File: config.mk
export PLATFORM = sky130hd
export DESIGN_NAME = dfs_path_finder
export DESIGN_NICKNAME = d
export VERILOG_FILES = /design/src/rtl/core/dfs_pkg.sv /design/src/rtl/core/dfs_path_finder.sv /design/src/rtl/core/dfs_adj_ram.sv /design/src/rtl/core/dfs_walk.sv
export VERILOG_INCLUDE_DIRS = /design/src /design/src/rtl/core
export SDC_FILE = /design/constraint.sdc
export NUM_CORES = 1
export LEC_CHECK = 0
export BUFFER_PORTS_ARGS = -buffer_cell sky130_fd_sc_hd__buf_4
export CAP_MARGIN = 20
export CORE_MARGIN = 10
export CORE_UTILIZATION = 39
export DETAILED_ROUTE_END_ITERATION = 10
export GPL_ROUTABILITY_DRIVEN = 0
export HOLD_SLACK_MARGIN = 0.02
export SYNTH_ARGS = -nofsm -noshare
export SYNTH_HDL_FRONTEND = slang
export SYNTH_SLANG_ARGS = --single-unit
File: constraint.sdc
create_clock -name clk -period 3.9 [get_ports clk]
set_clock_uncertainty 0.2 [all_clocks]
set_input_delay 0.39 -clock clk [delete_from_list [all_inputs] [get_ports clk]]
set_output_delay 0.39 -clock clk [all_outputs]
set_load 0.005 [all_outputs]
File: src/rtl/core/dfs_path_finder_macros.svh
// ----------------------------------------------------------------------------
// dfs_path_finder assertion macros
// Concurrent assertion shorthands used by the path finder walk sequencer (dfs_walk).
// ----------------------------------------------------------------------------
`ifndef DFS_PATH_FINDER_MACROS_SVH
`define DFS_PATH_FINDER_MACROS_SVH

// property holds at every clock edge outside reset
`define DFS_ASSERT(lbl, clk, rst_n, prop, msg) \
	lbl: assert property (@(posedge clk) disable iff (!rst_n) prop) \
		else $error(msg);

// cond in one cycle implies nxt in the following cycle
`define DFS_ASSERT_NEXT(lbl, clk, rst_n, cond, nxt, msg) \
	lbl: assert property (@(posedge clk) disable iff (!rst_n) (cond) |=> (nxt)) \
		else $error(msg);

`endif

File: src/rtl/core/dfs_pkg.sv
// ----------------------------------------------------------------------------
// dfs_pkg
// Shared types and constants of the depth-first path finder.
// ----------------------------------------------------------------------------
`default_nettype none

package dfs_pkg;

	localparam int MaxVerticesDef = 16;
	localparam int VertexW        = 4;   // width of a vertex field on the ports
	localparam int CountW         = 5;   // width of vertex_count
	localparam int PathDepth      = 16;
	localparam int PathIdxW       = 4;
	localparam int LenW           = 5;
	localparam int STdataW        = 16;
	localparam int MTdataW        = 8;

	localparam logic [CountW-1:0] VertexCountReset = CountW'(16);

	typedef enum logic {
		CMD_WRITE  = 1'b0,
		CMD_SEARCH = 1'b1
	} cmd_t;

	typedef enum logic [3:0] {
		ST_CLEAR,
		ST_IDLE,
		ST_FETCH,
		ST_SCAN,
		ST_POP,
		ST_CHECK,
		ST_PATH,
		ST_PARENT,
		ST_EMIT,
		ST_MISS
	} dfs_state_t;

	// adjacency store write control
	typedef struct packed {
		logic clr;       // zero a whole row
		logic wr_en;     // write one edge bit
		logic edge_val;
	} adj_ctl_t;

endpackage

`default_nettype wire

File: src/rtl/core/dfs_path_finder.sv
// ----------------------------------------------------------------------------
// dfs_path_finder
// Depth-first path search over a directed adjacency bit matrix.
// ----------------------------------------------------------------------------
//  channel   dir  handshake                    contents
//  s_axis    in   s_axis_tvalid/s_axis_tready  edge write or search request
//  m_axis    out  m_axis_tvalid/m_axis_tready  path vertices or not-found
//  cfg       in   cfg_wr_en                    vertex_count
//
//  Search: one column test per cycle on the current stack top, with a FETCH
//  state after each push and POP then FETCH after each exhausted row but the
//  source's; the path is then traced back through PATH and PARENT states and
//  emitted vertex by vertex. After reset a clearing pass zeroes the matrix,
//  one row per cycle, with s_axis_tready low.
//  A stalled m_axis holds the sequencer; no new request is taken until the
//  last transfer of a search is loaded into the output register.
// ----------------------------------------------------------------------------
`default_nettype none

module dfs_path_finder import dfs_pkg::*; #(
	parameter int MAX_VERTICES = MaxVerticesDef
) (
	input  wire logic               clk,
	input  wire logic               arst_n,
	input  wire logic               cfg_wr_en,
	input  wire logic [CountW-1:0]  cfg_wr_data,    // vertex_count
	input  wire logic               s_axis_tvalid,
	output logic                    s_axis_tready,
	input  wire logic [STdataW-1:0] s_axis_tdata,   // from_vertex, to_vertex, edge_present
	input  wire logic               s_axis_tuser,   // command
	output logic                    m_axis_tvalid,
	input  wire logic               m_axis_tready,
	output logic      [MTdataW-1:0] m_axis_tdata,   // path_vertex
	output logic                    m_axis_tuser,   // found
	output logic                    m_axis_tlast
);

	localparam int VW = $clog2(MAX_VERTICES);

	logic [CountW-1:0]       vertex_count_q;
	adj_ctl_t                adj_ctl;
	logic [VW-1:0]           adj_wr_row, adj_wr_col, adj_rd_row;
	logic [MAX_VERTICES-1:0] adj_row;

	always_ff @(posedge clk or negedge arst_n) begin
		if (!arst_n) begin
			vertex_count_q <= VertexCountReset;
		end else if (cfg_wr_en) begin
			vertex_count_q <= cfg_wr_data;
		end
	end

	dfs_adj_ram #(
		.MAX_VERTICES(MAX_VERTICES)
	) u_adj (
		.clk     (clk),
		.ctl     (adj_ctl),
		.wr_row  (adj_wr_row),
		.wr_col  (adj_wr_col),
		.rd_row  (adj_rd_row),
		.rd_data (adj_row)
	);

	dfs_walk #(
		.MAX_VERTICES(MAX_VERTICES)
	) u_walk (
		.clk           (clk),
		.arst_n        (arst_n),
		.vertex_count  (vertex_count_q),
		.s_axis_tvalid (s_axis_tvalid),
		.s_axis_tready (s_axis_tready),
		.s_axis_tdata  (s_axis_tdata),
		.s_axis_tuser  (s_axis_tuser),
		.m_axis_tvalid (m_axis_tvalid),
		.m_axis_tready (m_axis_tready),
		.m_axis_tdata  (m_axis_tdata),
		.m_axis_tuser  (m_axis_tuser),
		.m_axis_tlast  (m_axis_tlast),
		.adj_ctl       (adj_ctl),
		.adj_wr_row    (adj_wr_row),
		.adj_wr_col    (adj_wr_col),
		.adj_rd_row    (adj_rd_row),
		.adj_row       (adj_row)
	);

endmodule

`default_nettype wire

File: src/rtl/core/dfs_adj_ram.sv
// ----------------------------------------------------------------------------
// dfs_adj_ram
// Adjacency bit matrix: one row per source vertex, bit writes, row clears, registered row read.
// ----------------------------------------------------------------------------
`default_nettype none

module dfs_adj_ram import dfs_pkg::*; #(
	parameter int MAX_VERTICES = MaxVerticesDef
) (
	input  wire logic                            clk,
	input  wire adj_ctl_t                        ctl,
	input  wire logic [$clog2(MAX_VERTICES)-1:0] wr_row,
	input  wire logic [$clog2(MAX_VERTICES)-1:0] wr_col,
	input  wire logic [$clog2(MAX_VERTICES)-1:0] rd_row,
	output logic      [MAX_VERTICES-1:0]         rd_data
);

	logic [MAX_VERTICES-1:0] adj_mem [MAX_VERTICES];
	logic [MAX_VERTICES-1:0] rd_data_q;

	always_ff @(posedge clk) begin
		if (ctl.clr) begin
			adj_mem[wr_row] <= '0;
		end else if (ctl.wr_en) begin
			adj_mem[wr_row][wr_col] <= ctl.edge_val;
		end
		rd_data_q <= adj_mem[rd_row];
	end

	assign rd_data = rd_data_q;

endmodule

`default_nettype wire

File: src/rtl/core/dfs_walk.sv
// ----------------------------------------------------------------------------
// dfs_walk
// Search sequencer: column scan unit, walk stack, parent chain, path output.
// ----------------------------------------------------------------------------
`default_nettype none
`include "dfs_path_finder_macros.svh"

module dfs_walk import dfs_pkg::*; #(
	parameter int MAX_VERTICES = MaxVerticesDef
) (
	input  wire logic                            clk,
	input  wire logic                            arst_n,
	input  wire logic [CountW-1:0]               vertex_count,
	input  wire logic                            s_axis_tvalid,
	output logic                                 s_axis_tready,
	input  wire logic [STdataW-1:0]              s_axis_tdata,
	input  wire logic                            s_axis_tuser,
	output logic                                 m_axis_tvalid,
	input  wire logic                            m_axis_tready,
	output logic      [MTdataW-1:0]              m_axis_tdata,
	output logic                                 m_axis_tuser,
	output logic                                 m_axis_tlast,
	output adj_ctl_t                             adj_ctl,
	output logic      [$clog2(MAX_VERTICES)-1:0] adj_wr_row,
	output logic      [$clog2(MAX_VERTICES)-1:0] adj_wr_col,
	output logic      [$clog2(MAX_VERTICES)-1:0] adj_rd_row,
	input  wire logic [MAX_VERTICES-1:0]         adj_row
);

	localparam int VW   = $clog2(MAX_VERTICES);
	localparam int NW   = $clog2(MAX_VERTICES + 1);
	localparam int CMPW = (NW > CountW) ? NW : CountW;

	typedef struct packed {
		logic [VW-1:0] v;
		logic [NW-1:0] j;
	} stk_ent_t;

	dfs_state_t state_q, state_d;

	logic [VW-1:0]           clr_cnt_q;
	logic [VW-1:0]           sp_q;       // entries below the top
	logic [MAX_VERTICES-1:0] visited_q;
	logic                    m_valid_q;

	logic [VW-1:0]       src_q, dst_q, top_v_q, cur_q;
	logic [NW-1:0]       n_q, top_j_q;
	logic [LenW-1:0]     len_q;
	logic [PathIdxW-1:0] idx_q;
	logic [VertexW-1:0]  m_vertex_q;
	logic                m_found_q, m_last_q;

	stk_ent_t      stk_mem [MAX_VERTICES];
	stk_ent_t      stk_rd_q;
	logic [VW-1:0] parent_mem [MAX_VERTICES];
	logic [VW-1:0] par_rd_q;
	logic [VertexW-1:0] path_buf [PathDepth];

	logic [VertexW-1:0] from_v, to_v;
	logic [CMPW-1:0]    from_c, to_c, vc_c, max_c, n_c;
	logic               wr_in_range, sr_in_range;
	logic               accept, is_search;
	logic [VW-1:0]      col_j, stk_raddr;
	logic               scan_end, hit, push, out_free, load_out;

	assign from_v = s_axis_tdata[VertexW-1:0];
	assign to_v   = s_axis_tdata[2*VertexW-1:VertexW];
	assign from_c = CMPW'(from_v);
	assign to_c   = CMPW'(to_v);
	assign vc_c   = CMPW'(vertex_count);
	assign max_c  = CMPW'(MAX_VERTICES);
	assign n_c    = (vc_c < max_c) ? vc_c : max_c;

	assign wr_in_range = (from_c < max_c) && (to_c < max_c);
	assign sr_in_range = (from_c < n_c) && (to_c < n_c);
	assign accept      = s_axis_tvalid && s_axis_tready;
	assign is_search   = (s_axis_tuser == CMD_SEARCH);

	// one column of the current row per cycle
	assign col_j     = top_j_q[VW-1:0];
	assign scan_end  = (top_j_q >= n_q);
	assign hit       = adj_row[col_j] && !visited_q[col_j];
	assign push      = (state_q == ST_SCAN) && !scan_end && hit;
	assign stk_raddr = sp_q - VW'(1);
	assign adj_rd_row = top_v_q;

	assign out_free = !m_valid_q || m_axis_tready;
	assign load_out = ((state_q == ST_EMIT) || (state_q == ST_MISS)) && out_free;

	always_comb begin
		state_d        = state_q;
		s_axis_tready  = 1'b0;
		adj_ctl        = '0;
		adj_wr_row     = '0;
		adj_wr_col     = '0;
		case (state_q)
			ST_CLEAR: begin
				adj_ctl.clr = 1'b1;
				adj_wr_row  = clr_cnt_q;
				if (clr_cnt_q == VW'(MAX_VERTICES - 1)) state_d = ST_IDLE;
			end
			ST_IDLE: begin
				s_axis_tready = 1'b1;
				adj_wr_row    = VW'(from_v);
				adj_wr_col    = VW'(to_v);
				adj_ctl.edge_val = s_axis_tdata[2*VertexW];
				if (s_axis_tvalid) begin
					if (is_search) begin
						state_d = sr_in_range ? ST_FETCH : ST_MISS;
					end else begin
						adj_ctl.wr_en = wr_in_range;
					end
				end
			end
			ST_FETCH:  state_d = ST_SCAN;
			ST_SCAN: begin
				if (scan_end) begin
					state_d = (sp_q == '0) ? ST_CHECK : ST_POP;
				end else if (hit) begin
					state_d = ST_FETCH;
				end
			end
			ST_POP:    state_d = ST_FETCH;
			ST_CHECK:  state_d = visited_q[dst_q] ? ST_PATH : ST_MISS;
			ST_PATH:   state_d = (cur_q == src_q) ? ST_EMIT : ST_PARENT;
			ST_PARENT: state_d = ST_PATH;
			ST_EMIT: begin
				if (out_free && (idx_q == '0)) state_d = ST_IDLE;
			end
			ST_MISS: begin
				if (out_free) state_d = ST_IDLE;
			end
			default:   state_d = ST_IDLE;
		endcase
	end

	always_ff @(posedge clk or negedge arst_n) begin
		if (!arst_n) begin
			state_q   <= ST_CLEAR;
			clr_cnt_q <= '0;
			sp_q      <= '0;
			visited_q <= '0;
			m_valid_q <= 1'b0;
		end else begin
			state_q <= state_d;
			if (state_q == ST_CLEAR) clr_cnt_q <= clr_cnt_q + VW'(1);
			if (load_out) begin
				m_valid_q <= 1'b1;
			end else if (m_axis_tready) begin
				m_valid_q <= 1'b0;
			end
			if (accept && is_search) begin
				visited_q <= MAX_VERTICES'(1) << VW'(from_v);
				sp_q      <= '0;
			end
			if (push) begin
				visited_q[col_j] <= 1'b1;
				sp_q             <= sp_q + VW'(1);
			end else if ((state_q == ST_SCAN) && scan_end && (sp_q != '0)) begin
				sp_q <= stk_raddr;
			end
		end
	end

	always_ff @(posedge clk) begin
		case (state_q)
			ST_IDLE: begin
				if (accept && is_search) begin
					src_q   <= VW'(from_v);
					dst_q   <= VW'(to_v);
					top_v_q <= VW'(from_v);
					top_j_q <= '0;
					n_q     <= NW'(n_c);
				end
			end
			ST_SCAN: begin
				if (push) begin
					top_v_q <= col_j;
					top_j_q <= '0;
				end else if (!scan_end) begin
					top_j_q <= top_j_q + NW'(1);
				end
			end
			ST_POP: begin
				top_v_q <= stk_rd_q.v;
				top_j_q <= stk_rd_q.j;
			end
			ST_CHECK: begin
				cur_q <= dst_q;
				len_q <= '0;
			end
			ST_PATH: begin
				len_q <= len_q + LenW'(1);
				idx_q <= len_q[PathIdxW-1:0];
			end
			ST_PARENT: cur_q <= par_rd_q;
			ST_EMIT: begin
				if (out_free) begin
					m_vertex_q <= path_buf[idx_q];
					m_found_q  <= 1'b1;
					m_last_q   <= (idx_q == '0);
					idx_q      <= idx_q - PathIdxW'(1);
				end
			end
			ST_MISS: begin
				if (out_free) begin
					m_vertex_q <= '0;
					m_found_q  <= 1'b0;
					m_last_q   <= 1'b1;
				end
			end
			default: ;
		endcase
	end

	// walk stack, parent links and path buffer
	always_ff @(posedge clk) begin
		if (push) begin
			stk_mem[sp_q]     <= '{v: top_v_q, j: top_j_q + NW'(1)};
			parent_mem[col_j] <= top_v_q;
		end
		stk_rd_q <= stk_mem[stk_raddr];
		par_rd_q <= parent_mem[cur_q];
		if (state_q == ST_PATH) path_buf[len_q[PathIdxW-1:0]] <= VertexW'(cur_q);
	end

	assign m_axis_tvalid = m_valid_q;
	assign m_axis_tdata  = MTdataW'(m_vertex_q);
	assign m_axis_tuser  = m_found_q;
	assign m_axis_tlast  = m_last_q;

	`DFS_ASSERT(a_src_visited, clk, arst_n, (state_q == ST_FETCH) |-> visited_q[src_q], "search source not marked visited")
	`DFS_ASSERT_NEXT(a_push_top, clk, arst_n, push, (state_q == ST_FETCH) && visited_q[top_v_q], "pushed vertex not on top or not visited")
	`DFS_ASSERT(a_sp_bound, clk, arst_n, (state_q == ST_SCAN) |-> (NW'(sp_q) < n_q), "walk stack deeper than vertex count")
	`DFS_ASSERT(a_miss_last, clk, arst_n, (m_valid_q && !m_found_q) |-> m_last_q, "not-found transfer without last")

endmodule

`default_nettype wire
==> metrics.sh <==
GRT_PASS1_VIAS=14569
PATH_DELAY_FAMILY='simple AND/OR/NAND/NOR gates'
CTS_ROOT_BUF='sky130_fd_sc_hd__clkbuf_16'
ROWS=95
SEQ_POWER_SHARE=0.412
NUM-NETS-FINAL=1762
CTS_RESIZED=0
CRITICAL_PATH.STARTPOINT_TYPE='flip-flop'
P_LEAK_nW=10.52
STATUS='completed'
STARTING_DENSITY_OF_THE_CORE=0.3957
MIN-DELAY-PATH-CLASS='in2async'
CELLINTERNALPOWER_W=0.01421
NUMBER_OF_ANTENNA_VIOLATIONS_AT_THE_FIRST_CHECK_IN_GLOBAL_ROUTING=1
CTS_BUFFERS=68
PERIOD_SHARE=0.8415
GRT_START_MAX_NET_PINS=49
SYNTH.YOSYS.WARNINGS=0
DIE_OUTLINE_HEIGHT_UM=282.0
CTS_TREE='done'
SHARE_OF_FINAL_LAYOUT_STANDARD_CELLS_STRONGER_THAN_DRIVE_STRENGTH_1=0.2321
ASYNC_FLOP_SHARE=0.05354
GLOBALROUTE.TOTALOVERFLOW=0
DIE_WIDTH_UM=282.0
SYNTH-EDFF-COUNT=568
POST-ROUTE-CELL-AREA_UM2=30500
POSTPLACECELLAREA_UM2=28180
REPORT.FINAL.SLEW_VIOL_COUNT=0
SYNTH_SEQUENTIAL_AREA_RATIO=0.6938
MAXCAPVIOLCOUNT=0
DETAIL_ROUTE.WIRELENGTH_MM=60.14
YOSYSMOSTFREQUENTCELL='sky130_fd_sc_hd__edfxtp_1'
TIMING.SLEW.HEADROOM=0.2825
CELL_COUNT_AFTER_SYNTHESIS=1619
DETAILROUTE.VIA_COUNT=14572
PWR-SHARE-COMB=0.303
SETUP_VIOL=0
SETUP.WORST_PATH.START='u_walk.state_q[0]'
DOMINANTREGCELLSYNTH='sky130_fd_sc_hd__edfxtp_1'
ROUTEDWLPERCELL_UM=22.86
AREA_OF_THE_CORE_REGION_UM2=67630
FIN_TNS_SETUP_NS=0
WORST_EP_ARRIVAL_TIME_NS=3.34
FP.DIEAREA_UM2=79510
GRT_PASS1_WL_MM=91.13
PLACE.PORT_BUFFERS=27
SYNTHDISTINCTLIBCELLS=74
FMAXACHIEVABLE_MHz=304.7
SYNTHTOPCELLSBYAREA='sky130_fd_sc_hd__edfxtp_1, sky130_fd_sc_hd__mux4_2, sky130_fd_sc_hd__nor2_1'
NETLIST.TOP_CELL.BY_AREA='sky130_fd_sc_hd__edfxtp_1'
CTS_NUM_SINKS=635
YS_FF_LATCH=635
LARGEST_STAGE_DELAY_WORST_PATH_NS=0.77
SYN2LAYOUT_AREA_GROWTH_PCT=13.95
COUNT_OF_FINAL_HOLD_CHECK_VIOLATIONS=0
DETAIL_ROUTE.VIAS_PER_CELL=5.539
WORSTREG2REGSTART='u_walk.state_q[0]'
MOST_FREQUENT_CELLS_AFTER_SYNTHESIS='sky130_fd_sc_hd__edfxtp_1, sky130_fd_sc_hd__nor2_1, sky130_fd_sc_hd__mux4_2'
DPL.HPWL_MM=38.02
ANTENNA_CELLS=0
LAYOUT.FILLER_CELLS=5770
GLOBALROUTETOTALUTIL=0.1527
IO_PINS=39
RSZ0062_AT_GRT='no'
POST_SYNTH_INSTANCE_AREA_UM2=26770
CLOCK_NETWORK_FRACTION_OF_TOTAL_POWER=0.284
WORST_SLEW_PIN_SLEW_NS=1.074
ENDPOINT_CLASS_OF_THE_CRITICAL_PATH='flip-flop'
STARTING_DRT_DRC_COUNT=1338
CRITICAL_PATH.SLOWEST_CELL='sky130_fd_sc_hd__dfrtp_1'
CTS.REPAIR_TIMING.SETUP_BUFFER_COUNT=0
SYNTH.TOP_CELL.AREA_SHARE=0.6372
AVGSYNTHCELLAREA_UM2=16.53
MAXIMUM_LEVEL_OF_THE_CTS_H_TREE=3
DRC=0
CRITICAL_PATH.N_BUFFERS_INVERTERS=1
CRITICALPATHCATEGORY='reg2reg'
DRT_PASS1_ITERATIONS=5
PERIOD_MINUS_SLACK_NS=3.282
P_SW_W=0.007037
ANTENNA_LEFT=0
CRITICAL_PATH.CELL_CHAIN='nor4b_2 -> buf_4 -> and3b_1 -> nand2_1 -> or2_2 -> nor2_1'
POWERDENSITY_nW_PER_UM2=696.5
CTS-ROOT-TO-SINK-BUFFERS=3
CRIT_FANOUT=21
VDD_IR_DROP_MAX_mV=0.4426
INSERTION_DELAY_NS=0.61
SWITCHING_SHARE=0.3313
REQUIRED_NS=3.96
CTS.REPORTEDPATHS.CLKPINSLEW_NS=0.06
area by class of cell:
cell class / instances / area, um^2 / share of cell area
inverters: 26 / 97.59 / 0.003200
repair buffers: 118 / 975.9 / 0.03200
clock buffers: 90 / 1846 / 0.06051
well taps: 873 / 1092 / 0.03581
multi-input cells: 860 / 7670 / 0.2515
clock inverters: 29 / 247.7 / 0.008123
flip-flops and latches: 635 / 18570 / 0.6089
cell usage in the layout (no fill, tap or decap), drive strengths merged, types with 3 or more instances in the layout:
cell type      n
a211o         18
a21oi         25
a22o           5
a22oi          7
and2          16
and3          16
and3b          4
buf          101
clkbuf        91
clkinv        25
conb           4
dfrtp         33
dfxtp         33
dlygate4sd3   16
edfxtp       568
ha            26
inv           28
mux2          18
mux2i          4
mux4         169
nand2         64
nand2b        10
nand3         16
nand4          3
nor2         324
nor2b         12
nor3          21
nor3b          9
nor4          13
nor4b          5
o21ai         14
or2            6
or3            3
xnor2         13
xor2           3
metal layers:
metal | up-vias | global-route usage | routed length, um
li1 | 6397 | - | -
met1 | 7567 | 0.2083 | 25390
met2 | 516 | 0.2454 | 29040
met3 | 92 | 0.03001 | 4402
met4 | 0 | 0.04470 | 1316
met5 | - | 0 | 0
path summary, 6_finish.rpt:
path | cells past startpoint | slack, ns | endpoint
max reg2reg | 6 | 0.62 | u_adj.adj_mem[15][10]
max | 6 | 0.62 | u_adj.adj_mem[15][10]
min in group clk | 5 | 0.24 | u_walk.state_q[1]
max in group asynchronous | 2 | 3.00 | u_walk.sp_q[0]
min reg2reg | 1 | 0.30 | u_walk.clr_cnt_q[3]
min | 2 | 0.1 | vertex_count_q[2]
cells by family (layout without fill, tap and decap cells):
kind of cell | count (synthesis) | in the layout | share of synthesized area
compound gates | 88 | 88 | 0.02347
xor+xnor | 16 | 16 | 0.005236
fa+ha+maj | 26 | 26 | 0.01215
buf+inv | 127 | 263 | 0.02033
flops | 635 | 635 | 0.6938
mux | 191 | 191 | 0.1517
other cells | 1 | 4 | 0.0001401
simple gates | 535 | 535 | 0.09321
power by group through the flow:
| stage | sequential (W) | combinational [W] | clock, W |
|---|---|---|---|
| 2_1_floorplan | 0.00869 | 0.00427 | 0 |
| 3_3_place_gp | 0.00887 | 0.00625 | 0 |
| 3_5_place_dp | 0.00890 | 0.00636 | 0 |
| 4_1_cts | 0.00876 | 0.00639 | 0.00617 |
| 5_1_grt | 0.00881 | 0.00694 | 0.00645 |
| 6_report | 0.00876 | 0.00644 | 0.00604 |
stage by stage:
step,util,hold WS (ns),setup slack (ns),instances,total power [W]
finish,0.4509,0.09538,0.6183,2631,0.02124
global route,0.4509,0.1200,0.3725,2631,0.02221
CTS,0.4499,0.09534,0.6619,2622,0.02132
detailed placement,0.4166,0.1982,0.6859,2487,0.01526
global placement,0.4165,0.1863,0.7562,2486,0.01512
floorplan,-,-0.1056,0.2838,1622,0.01296
registers in the layout, summed over array words and instances, names as in the netlist, 5 cells and up, named ones only:
register           count
u_walk.stk_mem       144
u_adj.rd_data         16
u_adj.adj_mem        256
u_walk.n_q             5
u_walk.top_j_q         5
u_walk.stk_rd_q        9
u_walk.visited_q      16
vertex_count_q         5
u_walk.parent_mem     64
u_walk.path_buf       64
repair_timing:
| action | in CTS | in global routing |
|---|---|---|
| hold buffers | 16 | 0 |
| hold endpoints to repair | 51 | 0 |
| setup endpoints to repair | 0 | 0 |
worst register-to-register path: cells and delay by family (launching register included):
kind | cells | cell delay [ns]
simple gates | 5 | 1.71
flops | 1 | 0.77
buf+inv | 1 | 0.25
Power figures use the tool's default switching activity.
